### src/ppu_tsa_pkg.sv
// ----------------------------------------------------------------------------
// ppu_tsa_pkg: shared types and constants of the video timing and scroll unit
// Holds the operation codes, the frame phases, the structs that pass between
// the timing counters and the register file, and the address update helpers.
// ----------------------------------------------------------------------------
package ppu_tsa_pkg;

  // Operation carried by one input transfer.
  typedef enum logic [2:0] {
    OP_TICK       = 3'd0,
    OP_CTRL_WR    = 3'd1,
    OP_MASK_WR    = 3'd2,
    OP_STATUS_RD  = 3'd3,
    OP_SCROLL_WR  = 3'd4,
    OP_ADDR_WR    = 3'd5,
    OP_DATA_RD    = 3'd6,
    OP_DATA_WR    = 3'd7
  } op_e;

  // Frame phases walked by the dot ticks.
  typedef enum logic [1:0] {
    PH_PRE    = 2'd0,
    PH_RENDER = 2'd1,
    PH_POST   = 2'd2,
    PH_VBLANK = 2'd3
  } phase_e;

  // Address field masks of the scroll registers.
  localparam logic [15:0] MaskCopyH    = 16'h041F;
  localparam logic [15:0] MaskCopyV    = 16'h7BE0;
  localparam logic [15:0] MaskFineY    = 16'h7000;
  localparam logic [15:0] MaskCoarseY  = 16'h03E0;
  localparam logic [15:0] MaskCoarseX  = 16'h001F;
  localparam logic [15:0] MaskScrollY  = 16'h73E0;
  localparam logic [15:0] NtSelectV    = 16'h0800;
  localparam logic [15:0] NtSelectH    = 16'h0400;
  localparam logic [15:0] FineYOne     = 16'h1000;
  localparam logic [15:0] IncOne       = 16'h0001;
  localparam logic [15:0] IncRow       = 16'h0020;
  localparam logic [13:0] PaletteBase  = 14'h3F00;
  localparam logic [4:0]  CoarseYLast  = 5'd29;
  localparam logic [4:0]  CoarseMax    = 5'd31;
  localparam logic [2:0]  FineXLast    = 3'd7;

  // Prerender dots on which the vertical scroll bits are reloaded.
  localparam logic [8:0]  DotVertFirst = 9'd280;
  localparam logic [8:0]  DotVertLast  = 9'd304;

  // Rendering switches from the mask register.
  typedef struct packed {
    logic bg_on;
    logic spr_on;
  } mode_t;

  // Per-dot events decoded from the frame counters.
  typedef struct packed {
    logic       pixel_valid;
    logic [7:0] pixel_x;
    logic [7:0] pixel_y;
    logic       clear_flags;
    logic       copy_h;
    logic       copy_v;
    logic       bump_y;
    logic       vblank_start;
  } tick_evt_t;

  // One result item.
  typedef struct packed {
    logic [7:0]  read_value;
    logic [15:0] access_address;
    logic        write_enable;
    logic [15:0] vram_address;
    logic [2:0]  fine_x;
    logic        nmi;
    logic        vblank;
    logic        pixel_valid;
    logic [7:0]  pixel_x;
    logic [7:0]  pixel_y;
  } result_t;

  // Step coarse X, moving to the next horizontal name table on wrap.
  function automatic logic [15:0] bump_coarse_x(input logic [15:0] a);
    logic [15:0] r;
    if (a[4:0] == CoarseMax) begin
      r = (a & ~MaskCoarseX) ^ NtSelectH;
    end else begin
      r = a + IncOne;
    end
    return r;
  endfunction

  // Step fine Y, carrying into coarse Y and the vertical name table.
  function automatic logic [15:0] bump_fine_y(input logic [15:0] a);
    logic [15:0] r;
    logic [4:0]  cy;
    r  = a;
    cy = a[9:5];
    if ((a & MaskFineY) != MaskFineY) begin
      r = a + FineYOne;
    end else begin
      r = a & ~MaskFineY;
      if (cy == CoarseYLast) begin
        cy = '0;
        r  = r ^ NtSelectV;
      end else if (cy == CoarseMax) begin
        cy = '0;
      end else begin
        cy = cy + 5'd1;
      end
      r = (r & ~MaskCoarseY) | {6'd0, cy, 5'd0};
    end
    return r;
  endfunction

endpackage

### src/ppu_tsa_top.sv
// ----------------------------------------------------------------------------
// ppu_timing_and_scroll_address: video timing and scroll address unit
// Steps the frame timing on dot ticks and serves the register accesses of
// the scroll, address, control, mask, status and data ports.
// ----------------------------------------------------------------------------
// Usage: every input transfer carries one operation (a dot tick or one
// register access) on op_i with its value_i, bus_data_i and
// sprite_zero_seen_i; every transfer yields exactly one result transfer.
// Both channels use valid/stall: a transfer happens on a rising edge with
// valid high and stall low.
// An item enters the input register at the edge it is taken, and its
// result is then loaded into the result register, which drives out_valid_o.
// Throughput: one item per cycle when the receiver does not stall. The state
// update of an item (counters, address register, flags) completes in the
// same cycle that registers its result, so the next item already sees it;
// the single combinational pass through the timing decode and the address
// update sets the clock period. When the receiver stalls, the result
// register holds and the input register takes one more item; in_stall_o
// then rises until the result is taken. Reset empties both registers and
// loads the register file and the frame counters with their power-up
// values: rendering switches on, prerender phase, even frame.
module ppu_timing_and_scroll_address #(
  parameter int unsigned VISIBLE_DOTS   = 256,
  parameter int unsigned LINE_END_DOT   = 340,
  parameter int unsigned VISIBLE_LINES  = 240,
  parameter int unsigned FRAME_END_LINE = 261
) (
  input  logic        clk_i,
  input  logic        rst_ni,
  // Input channel.
  input  logic        in_valid_i,
  output logic        in_stall_o,
  input  logic [2:0]  op_i,
  input  logic [7:0]  value_i,
  input  logic [7:0]  bus_data_i,
  input  logic        sprite_zero_seen_i,
  // Result channel.
  output logic        out_valid_o,
  input  logic        out_stall_i,
  output logic [7:0]  read_value_o,
  output logic [15:0] access_address_o,
  output logic        write_enable_o,
  output logic [15:0] vram_address_o,
  output logic [2:0]  fine_x_o,
  output logic        nmi_o,
  output logic        vblank_o,
  output logic        pixel_valid_o,
  output logic [7:0]  pixel_x_o,
  output logic [7:0]  pixel_y_o
);

  // Input register.
  logic       in_valid_q;
  logic [2:0] op_q;
  logic [7:0] value_q;
  logic [7:0] bus_data_q;
  logic       seen_q;

  // Result register.
  logic                 out_valid_q;
  ppu_tsa_pkg::result_t res_q;

  ppu_tsa_pkg::result_t   res;
  ppu_tsa_pkg::tick_evt_t evt;
  ppu_tsa_pkg::mode_t     mode;
  ppu_tsa_pkg::op_e       op;

  logic advance;
  logic fire;
  logic take_in;

  // The result register can load when it is empty or its content leaves now.
  assign advance    = !out_valid_q || !out_stall_i;
  assign fire       = in_valid_q && advance;
  assign in_stall_o = in_valid_q && !advance;
  assign take_in    = in_valid_i && !in_stall_o;
  assign op         = ppu_tsa_pkg::op_e'(op_q);

  ppu_tsa_timing #(
    .VISIBLE_DOTS  (VISIBLE_DOTS),
    .LINE_END_DOT  (LINE_END_DOT),
    .VISIBLE_LINES (VISIBLE_LINES),
    .FRAME_END_LINE(FRAME_END_LINE)
  ) u_timing (
    .clk_i (clk_i),
    .rst_ni(rst_ni),
    .tick_i(fire && op == ppu_tsa_pkg::OP_TICK),
    .mode_i(mode),
    .evt_o (evt)
  );

  ppu_tsa_regs u_regs (
    .clk_i             (clk_i),
    .rst_ni            (rst_ni),
    .en_i              (fire),
    .op_i              (op),
    .value_i           (value_q),
    .bus_data_i        (bus_data_q),
    .sprite_zero_seen_i(seen_q),
    .evt_i             (evt),
    .mode_o            (mode),
    .res_o             (res)
  );

  // Valid bits of the two registers.
  always_ff @(posedge clk_i or negedge rst_ni) begin
    if (!rst_ni) begin
      in_valid_q  <= 1'b0;
      out_valid_q <= 1'b0;
    end else begin
      if (take_in) begin
        in_valid_q <= 1'b1;
      end else if (fire) begin
        in_valid_q <= 1'b0;
      end
      if (advance) begin
        out_valid_q <= in_valid_q;
      end
    end
  end

  // Payload of the two registers.
  always_ff @(posedge clk_i) begin
    if (take_in) begin
      op_q       <= op_i;
      value_q    <= value_i;
      bus_data_q <= bus_data_i;
      seen_q     <= sprite_zero_seen_i;
    end
    if (fire) begin
      res_q <= res;
    end
  end

  assign out_valid_o      = out_valid_q;
  assign read_value_o     = res_q.read_value;
  assign access_address_o = res_q.access_address;
  assign write_enable_o   = res_q.write_enable;
  assign vram_address_o   = res_q.vram_address;
  assign fine_x_o         = res_q.fine_x;
  assign nmi_o            = res_q.nmi;
  assign vblank_o         = res_q.vblank;
  assign pixel_valid_o    = res_q.pixel_valid;
  assign pixel_x_o        = res_q.pixel_x;
  assign pixel_y_o        = res_q.pixel_y;

endmodule

### src/ppu_tsa_timing.sv
// ----------------------------------------------------------------------------
// ppu_tsa_timing: dot, line and frame phase counters
// Decodes the current dot into scroll and flag events and advances the
// counters on every tick that is carried out.
// ----------------------------------------------------------------------------
module ppu_tsa_timing #(
  parameter int unsigned VISIBLE_DOTS   = 256,
  parameter int unsigned LINE_END_DOT   = 340,
  parameter int unsigned VISIBLE_LINES  = 240,
  parameter int unsigned FRAME_END_LINE = 261
) (
  input  logic                  clk_i,
  input  logic                  rst_ni,
  input  logic                  tick_i,
  input  ppu_tsa_pkg::mode_t    mode_i,
  output ppu_tsa_pkg::tick_evt_t evt_o
);

  localparam logic [8:0] DotVisLast   = 9'(VISIBLE_DOTS);
  localparam logic [8:0] DotBumpY     = 9'(VISIBLE_DOTS + 1);
  localparam logic [8:0] DotCopyH     = 9'(VISIBLE_DOTS + 2);
  localparam logic [8:0] DotLineEnd   = 9'(LINE_END_DOT);
  localparam logic [8:0] LineVisEnd   = 9'(VISIBLE_LINES);
  localparam logic [8:0] LineVblStart = 9'(VISIBLE_LINES + 1);
  localparam logic [8:0] LineFrameEnd = 9'(FRAME_END_LINE);

  logic [8:0]          dot_q, dot_d;
  logic [8:0]          line_q, line_d;
  ppu_tsa_pkg::phase_e phase_q, phase_d;
  logic                even_q, even_d;

  logic       rendering;
  logic       line_done;
  logic [8:0] line_inc;

  assign rendering = mode_i.bg_on & mode_i.spr_on;
  assign line_inc  = line_q + 9'd1;

  always_comb begin
    evt_o     = '0;
    line_d    = line_q;
    phase_d   = phase_q;
    even_d    = even_q;
    line_done = 1'b0;
    case (phase_q)
      ppu_tsa_pkg::PH_PRE: begin
        if (dot_q == 9'd1) begin
          evt_o.clear_flags = 1'b1;
        end else if (dot_q == DotCopyH && rendering) begin
          evt_o.copy_h = 1'b1;
        end else if (dot_q > ppu_tsa_pkg::DotVertFirst &&
                     dot_q <= ppu_tsa_pkg::DotVertLast && rendering) begin
          evt_o.copy_v = 1'b1;
        end
        // The prerender line is one dot short on odd frames while rendering.
        if (dot_q >= DotLineEnd - 9'(!even_q && rendering)) begin
          phase_d   = ppu_tsa_pkg::PH_RENDER;
          line_done = 1'b1;
          line_d    = '0;
        end
      end
      ppu_tsa_pkg::PH_RENDER: begin
        if (dot_q != 9'd0 && dot_q <= DotVisLast) begin
          evt_o.pixel_valid = 1'b1;
          evt_o.pixel_x     = 8'(dot_q - 9'd1);
          evt_o.pixel_y     = line_q[7:0];
        end else if (dot_q == DotBumpY && mode_i.bg_on) begin
          evt_o.bump_y = 1'b1;
        end else if (dot_q == DotCopyH && rendering) begin
          evt_o.copy_h = 1'b1;
        end
        if (dot_q >= DotLineEnd) begin
          line_done = 1'b1;
          line_d    = line_inc;
        end
        if (line_d >= LineVisEnd) begin
          phase_d = ppu_tsa_pkg::PH_POST;
        end
      end
      ppu_tsa_pkg::PH_POST: begin
        if (dot_q >= DotLineEnd) begin
          line_done = 1'b1;
          line_d    = line_inc;
          phase_d   = ppu_tsa_pkg::PH_VBLANK;
        end
      end
      ppu_tsa_pkg::PH_VBLANK: begin
        if (dot_q == 9'd1 && line_q == LineVblStart) begin
          evt_o.vblank_start = 1'b1;
        end
        if (dot_q >= DotLineEnd) begin
          line_done = 1'b1;
          line_d    = line_inc;
        end
        if (line_d >= LineFrameEnd) begin
          phase_d = ppu_tsa_pkg::PH_PRE;
          line_d  = '0;
          even_d  = ~even_q;
        end
      end
      default: begin
        phase_d = ppu_tsa_pkg::PH_PRE;
      end
    endcase
    dot_d = (line_done ? 9'd0 : dot_q) + 9'd1;
  end

  always_ff @(posedge clk_i or negedge rst_ni) begin
    if (!rst_ni) begin
      dot_q   <= '0;
      line_q  <= '0;
      phase_q <= ppu_tsa_pkg::PH_PRE;
      even_q  <= 1'b1;
    end else if (tick_i) begin
      dot_q   <= dot_d;
      line_q  <= line_d;
      phase_q <= phase_d;
      even_q  <= even_d;
    end
  end

endmodule

### src/ppu_tsa_regs.sv
// ----------------------------------------------------------------------------
// ppu_tsa_regs: scroll address, control, mask and status registers
// Applies one operation to the register file and forms its result item.
// ----------------------------------------------------------------------------
module ppu_tsa_regs (
  input  logic                   clk_i,
  input  logic                   rst_ni,
  input  logic                   en_i,
  input  ppu_tsa_pkg::op_e       op_i,
  input  logic [7:0]             value_i,
  input  logic [7:0]             bus_data_i,
  input  logic                   sprite_zero_seen_i,
  input  ppu_tsa_pkg::tick_evt_t evt_i,
  output ppu_tsa_pkg::mode_t     mode_o,
  output ppu_tsa_pkg::result_t   res_o
);

  logic [15:0] cur_q, cur_d;
  logic [15:0] temp_q, temp_d;
  logic [2:0]  fine_q, fine_d;
  logic        first_q, first_d;
  logic        vblank_q, vblank_d;
  logic        hit_q, hit_d;
  logic        irq_q, irq_d;
  logic        step32_q, step32_d;
  logic        bg_q, bg_d;
  logic        spr_q, spr_d;
  logic [7:0]  rbuf_q, rbuf_d;

  logic [15:0] inc;
  logic [15:0] temp_lo;
  logic [2:0]  xf;
  logic        dot_visible;

  assign inc         = step32_q ? ppu_tsa_pkg::IncRow : ppu_tsa_pkg::IncOne;
  assign xf          = fine_q + evt_i.pixel_x[2:0];
  assign dot_visible = (op_i == ppu_tsa_pkg::OP_TICK) && evt_i.pixel_valid;
  assign temp_lo     = {temp_q[15:8], value_i};
  assign mode_o      = '{bg_on: bg_q, spr_on: spr_q};

  always_comb begin
    cur_d    = cur_q;
    temp_d   = temp_q;
    fine_d   = fine_q;
    first_d  = first_q;
    vblank_d = vblank_q;
    hit_d    = hit_q;
    irq_d    = irq_q;
    step32_d = step32_q;
    bg_d     = bg_q;
    spr_d    = spr_q;
    rbuf_d   = rbuf_q;
    res_o    = '0;
    case (op_i)
      ppu_tsa_pkg::OP_TICK: begin
        if (evt_i.clear_flags) begin
          vblank_d = 1'b0;
          hit_d    = 1'b0;
        end
        if (evt_i.vblank_start) begin
          vblank_d  = 1'b1;
          res_o.nmi = irq_q;
        end
        if (evt_i.pixel_valid) begin
          res_o.pixel_valid = 1'b1;
          res_o.pixel_x     = evt_i.pixel_x;
          res_o.pixel_y     = evt_i.pixel_y;
          if (bg_q && xf == ppu_tsa_pkg::FineXLast) begin
            cur_d = ppu_tsa_pkg::bump_coarse_x(cur_q);
          end
          if (bg_q && spr_q && sprite_zero_seen_i) begin
            hit_d = 1'b1;
          end
        end
        if (evt_i.bump_y) begin
          cur_d = ppu_tsa_pkg::bump_fine_y(cur_q);
        end
        if (evt_i.copy_h) begin
          cur_d = (cur_q & ~ppu_tsa_pkg::MaskCopyH) | (temp_q & ppu_tsa_pkg::MaskCopyH);
        end
        if (evt_i.copy_v) begin
          cur_d = (cur_q & ~ppu_tsa_pkg::MaskCopyV) | (temp_q & ppu_tsa_pkg::MaskCopyV);
        end
      end
      ppu_tsa_pkg::OP_CTRL_WR: begin
        irq_d          = value_i[7];
        step32_d       = value_i[2];
        temp_d[11:10]  = value_i[1:0];
      end
      ppu_tsa_pkg::OP_MASK_WR: begin
        bg_d  = value_i[3];
        spr_d = value_i[4];
      end
      ppu_tsa_pkg::OP_STATUS_RD: begin
        res_o.read_value = {vblank_q, hit_q, 6'd0};
        vblank_d         = 1'b0;
        first_d          = 1'b1;
      end
      ppu_tsa_pkg::OP_SCROLL_WR: begin
        if (first_q) begin
          temp_d[4:0] = value_i[7:3];
          fine_d      = value_i[2:0];
          first_d     = 1'b0;
        end else begin
          temp_d  = (temp_q & ~ppu_tsa_pkg::MaskScrollY) |
                    {1'b0, value_i[2:0], 2'b00, value_i[7:3], 5'd0};
          first_d = 1'b1;
        end
      end
      ppu_tsa_pkg::OP_ADDR_WR: begin
        if (first_q) begin
          temp_d  = {2'b00, value_i[5:0], temp_q[7:0]};
          first_d = 1'b0;
        end else begin
          temp_d  = temp_lo;
          cur_d   = temp_lo;
          first_d = 1'b1;
        end
      end
      ppu_tsa_pkg::OP_DATA_RD: begin
        res_o.access_address = cur_q;
        // Reads below the palette area come out of the one-byte buffer.
        if (cur_q[13:0] < ppu_tsa_pkg::PaletteBase) begin
          res_o.read_value = rbuf_q;
          rbuf_d           = bus_data_i;
        end else begin
          res_o.read_value = bus_data_i;
        end
        cur_d = cur_q + inc;
      end
      ppu_tsa_pkg::OP_DATA_WR: begin
        res_o.access_address = cur_q;
        res_o.write_enable   = 1'b1;
        cur_d                = cur_q + inc;
      end
      default: begin
        cur_d = cur_q;
      end
    endcase
    res_o.vram_address = cur_d;
    res_o.vblank       = vblank_d;
    res_o.fine_x       = dot_visible ? xf : fine_d;
  end

  always_ff @(posedge clk_i or negedge rst_ni) begin
    if (!rst_ni) begin
      cur_q    <= '0;
      temp_q   <= '0;
      fine_q   <= '0;
      first_q  <= 1'b1;
      vblank_q <= 1'b0;
      hit_q    <= 1'b0;
      irq_q    <= 1'b0;
      step32_q <= 1'b0;
      bg_q     <= 1'b1;
      spr_q    <= 1'b1;
      rbuf_q   <= '0;
    end else if (en_i) begin
      cur_q    <= cur_d;
      temp_q   <= temp_d;
      fine_q   <= fine_d;
      first_q  <= first_d;
      vblank_q <= vblank_d;
      hit_q    <= hit_d;
      irq_q    <= irq_d;
      step32_q <= step32_d;
      bg_q     <= bg_d;
      spr_q    <= spr_d;
      rbuf_q   <= rbuf_d;
    end
  end

endmodule

### config.mk
export PLATFORM = sky130hd
export DESIGN_NAME = ppu_timing_and_scroll_address
export DESIGN_NICKNAME = d
export VERILOG_FILES = /design/src/ppu_tsa_pkg.sv /design/src/ppu_tsa_top.sv /design/src/ppu_tsa_timing.sv /design/src/ppu_tsa_regs.sv
export SDC_FILE = /design/constraint.sdc
export NUM_CORES = 1
export LEC_CHECK = 0
export BUFFER_PORTS_ARGS = -buffer_cell sky130_fd_sc_hd__buf_4
export CAP_MARGIN = 25
export CORE_MARGIN = 4
export CORE_UTILIZATION = 55
export CTS_BUF_LIST = sky130_fd_sc_hd__clkbuf_8
export DETAILED_ROUTE_END_ITERATION = 10
export PLACE_DENSITY = 0.87
export SLEW_MARGIN = 15
export SYNTH_ARGS = -nofsm -noshare
export SYNTH_HDL_FRONTEND = slang
export SYNTH_SLANG_ARGS = --single-unit
### constraint.sdc
create_clock -name clk_i -period 13.47 [get_ports clk_i]
set_input_delay 0.6735 -clock clk_i [delete_from_list [all_inputs] [get_ports clk_i]]
set_output_delay 0.6735 -clock clk_i [all_outputs]
set_load 0.05 [all_outputs]
==> impl_results.md <==
- CTS clk-pin slew, worst paths: around 100 ps
- Slew HR: 35.83%
- Grt ovf: 0
- Vias in the first global route: between 7k and 8k
- Via count: 8135
- Die ar.: about 19000 µm²
- Syn_area_per_cell: 9.564 µm²
- Number of detailed-route iterations in the first pass: 6
- Initial antenna violation count: 0
- Classification of the worst setup path: reg2reg
- Post-synth EDFFs: 83
- Sequential cell area fraction in the yosys report: approximately 47%
- Async SR Flop Fraction: roughly 46%
- Post-Syn Instances: 954
- Number of gates resized after CTS: 0
- Crit end category: flip-flop
- Longest Clk Path Bufs: 2
- Depth of the worst register-to-register path: 12
- Core ar.: 16060 µm²
- Fillcell total: roughly 1.3k
- Num rows: 46
- R2r startpoint: u_timing.dot_q[2]
- First-pass GRT wire length: 40670 µm
- Maximum vdd drop: a little over 0.08 mV
- Final slew viol count: 0
- Ys Warns: 0
- CTS root buf: clkbuf_8
- Largest net degree at the start of global routing: 73
- Final HPWL DP: roughly 18000 µm
- Die span in x: approximately 140 µm
- Fmax: 0.1895 GHz
- Status: finished clean
- CP startpoint: u_timing.dot_q[2]
- Critical path launch point type: flip-flop
- Antenna diode count: 0
- Initial Utilization: 56.82%
- Slew @ Worst Pin: ~950 ps
- IO buf count: just under 90
- Routed wire per std cell: about 21 µm
- Synth top area cells: edfxtp_1, dfrtp_1, nand2_1
- CTS tree: built
- Top-count cell post-synth: nand2_1
- Setup violators final: 0
- RSZ-0062 raised after global routing: no
- Critical Path RT: 13750 ps
- Final worst path period need: 5277 ps
- Die H: between 100 and 150 µm
- FF-to-FF End: vram_address_o[1]
- Post-synth top cells: nand2_1, nor2_1, edfxtp_1, dfrtp_1, clkbuf_1
- Tot GR Track Use: 28.21%
- # Max-Cap Violations: 0
- Cells after DPL: ~1.2k
- Hold Crit Class: in2async
- GPL Wtd Cong: between 1 and 1.5
- Synth unique cells: 79
- Yosys top cell by area: edfxtp_1
- Post CTS Setup Buffer Count: 0
- Clk_lat worst skew: around 480 ps
- DRC violation total after the first TritonRoute iteration: 1195
- Critical path peak fanout: 16
- Mapped Nets: around 1k
- PD cells: 152.3 nW/µm²
- R2R setup slack: 8190 ps
- Top FF cell, synth: edfxtp_1
- CTS buffer count: 17
- Detailed-route DRC error count: 0
- Data arrival at the endpoint of the critical path: 5550 ps
- Number of synthesized register bits: about 160
- CP endpoint: vram_address_o[1]
- Post-CTS Hold Fix Bufs: 0
- I/O pins: roughly 90
- Via/cell ratio: roughly 6.6
- Synthesis-to-layout area growth: 12.62%
- Synth Cell Area: 9124 µm²
- Period Utilization, post-route: a little under 40%
- # clock sinks: 155
- TNS Setup: 0 ps
- Hold Fails Final Rpt: 0
- Final non-filler cell total: 1235
- Synth top area share: approximately 27%
- Proportion of layout cells with a drive suffix above 1: about 17%
- # nets final: about 1.1k
- Htree depth: 4
- Leakage power: a little over 4 nW
- Final setup skew: approximately 15 ps
- Routed WL: ~26000 µm
- ANT nets after route: 0
## cell type report
class	count	area, µm²	share of cell area [%]
Clock buffer	17	234.0	2.277
Tap cell	216	270.3	2.630
Multi-Input combinational cell	710	4478	43.58
Timing Repair Buffer	99	757.0	7.367
Inverter	23	87.58	0.8524
Clock inverter	15	148.9	1.449
Sequential cell	155	4299	41.84
## worst max-delay path, stage by stage, from the launching register on
cell and delay (ps):
dfrtp_1 540, nor4_1 760, nand4_1 390, a21oi_2 720, nand2b_1 170, fa_1 470
xor2_1 170, xnor2_1 200, nor2_1 570, nand2_1 200, o311ai_0 360, o21ai_0 190
a211oi_1 320
## worst min-delay path by stage
stage                       start            endpoint  cells after the start
finish                     rst_ni  u_timing.line_q[3]                      1
global placement       in_valid_q         out_valid_o                      1
global route               rst_ni  u_timing.line_q[3]                      1
floorplan                  rst_ni          in_valid_q                      0
CTS                 bus_data_i[4]       bus_data_q[4]                      1
detailed placement     in_valid_q         out_valid_o                      1
## sequential cells by signal, indices dropped and copies added, names as in the netlist, 9 cells and up
signal / count
u_timing.dot_q: 9
u_regs.temp_q: 15
access_address_o: 16
u_timing.line_q: 9
vram_address_o: 16
u_regs.cur_q: 16
## kinds of logic after synthesis
kind of cell               after synthesis  synth area share [%]
adders and majority gates               26                 3.648
muxes                                   32                 3.771
DFF                                    155                 47.12
buffers and inverters                   89                 3.853
AOI/OAI and AO/OA                      246                 18.42
and+or+nand+nor                        379                 20.60
xor gates and xnor gates                27                 2.592
## layout by cell type (no fill, tap or decap), drive strengths merged, types with 9 or more instances in the layout
cell	count
a31oi	22
o22ai	14
inv	32
o21ai	49
and3	29
nand4	16
nor3	18
nor2	90
and4	9
and2	14
xor2	12
nand3	27
nor4	9
xnor2	15
dfrtp	68
mux2i	13
ha	25
o31ai	9
mux2	19
nand2b	10
a211oi	13
nand2	115
clkbuf	17
edfxtp	83
buf	99
a21oi	52
## per-stage QoR
stage	utilization, %	hold WS, ps	power, mW	instance area (µm²)	setup WS (ps)
after floorplan	-	377.9	1.059	9124	9027
after global placement	61.38	470.7	1.194	9856	8492
after detailed placement	61.45	481.2	1.208	9867	8313
after CTS	63.83	351.4	1.549	10250	8296
after global routing	63.99	173.0	1.637	10270	7885
final	63.99	153.6	1.565	10270	8193
## power by group
part	leakage, nW	internal (mW)	switching, mW	total (mW)
clock	0.191	0.138	0.207	0.345
sequential	1.70	0.591	0.142	0.732
combinational	2.21	0.184	0.303	0.488
total	4.10	0.913	0.651	1.56
## metal layers
layer | wire length, µm | part of all wire [%] | up-vias | global-route usage [%]
met4 | 625 | 2.4 | 0 | 10.03
met1 | 11050 | 42 | 3882 | 41.74
met3 | 2804 | 11 | 58 | 6.912
met5 | 0 | 0 | - | 0
met2 | 11680 | 45 | 533 | 40.47
li1 | - | - | 3662 | -
Power figures use the tool's default switching activity.
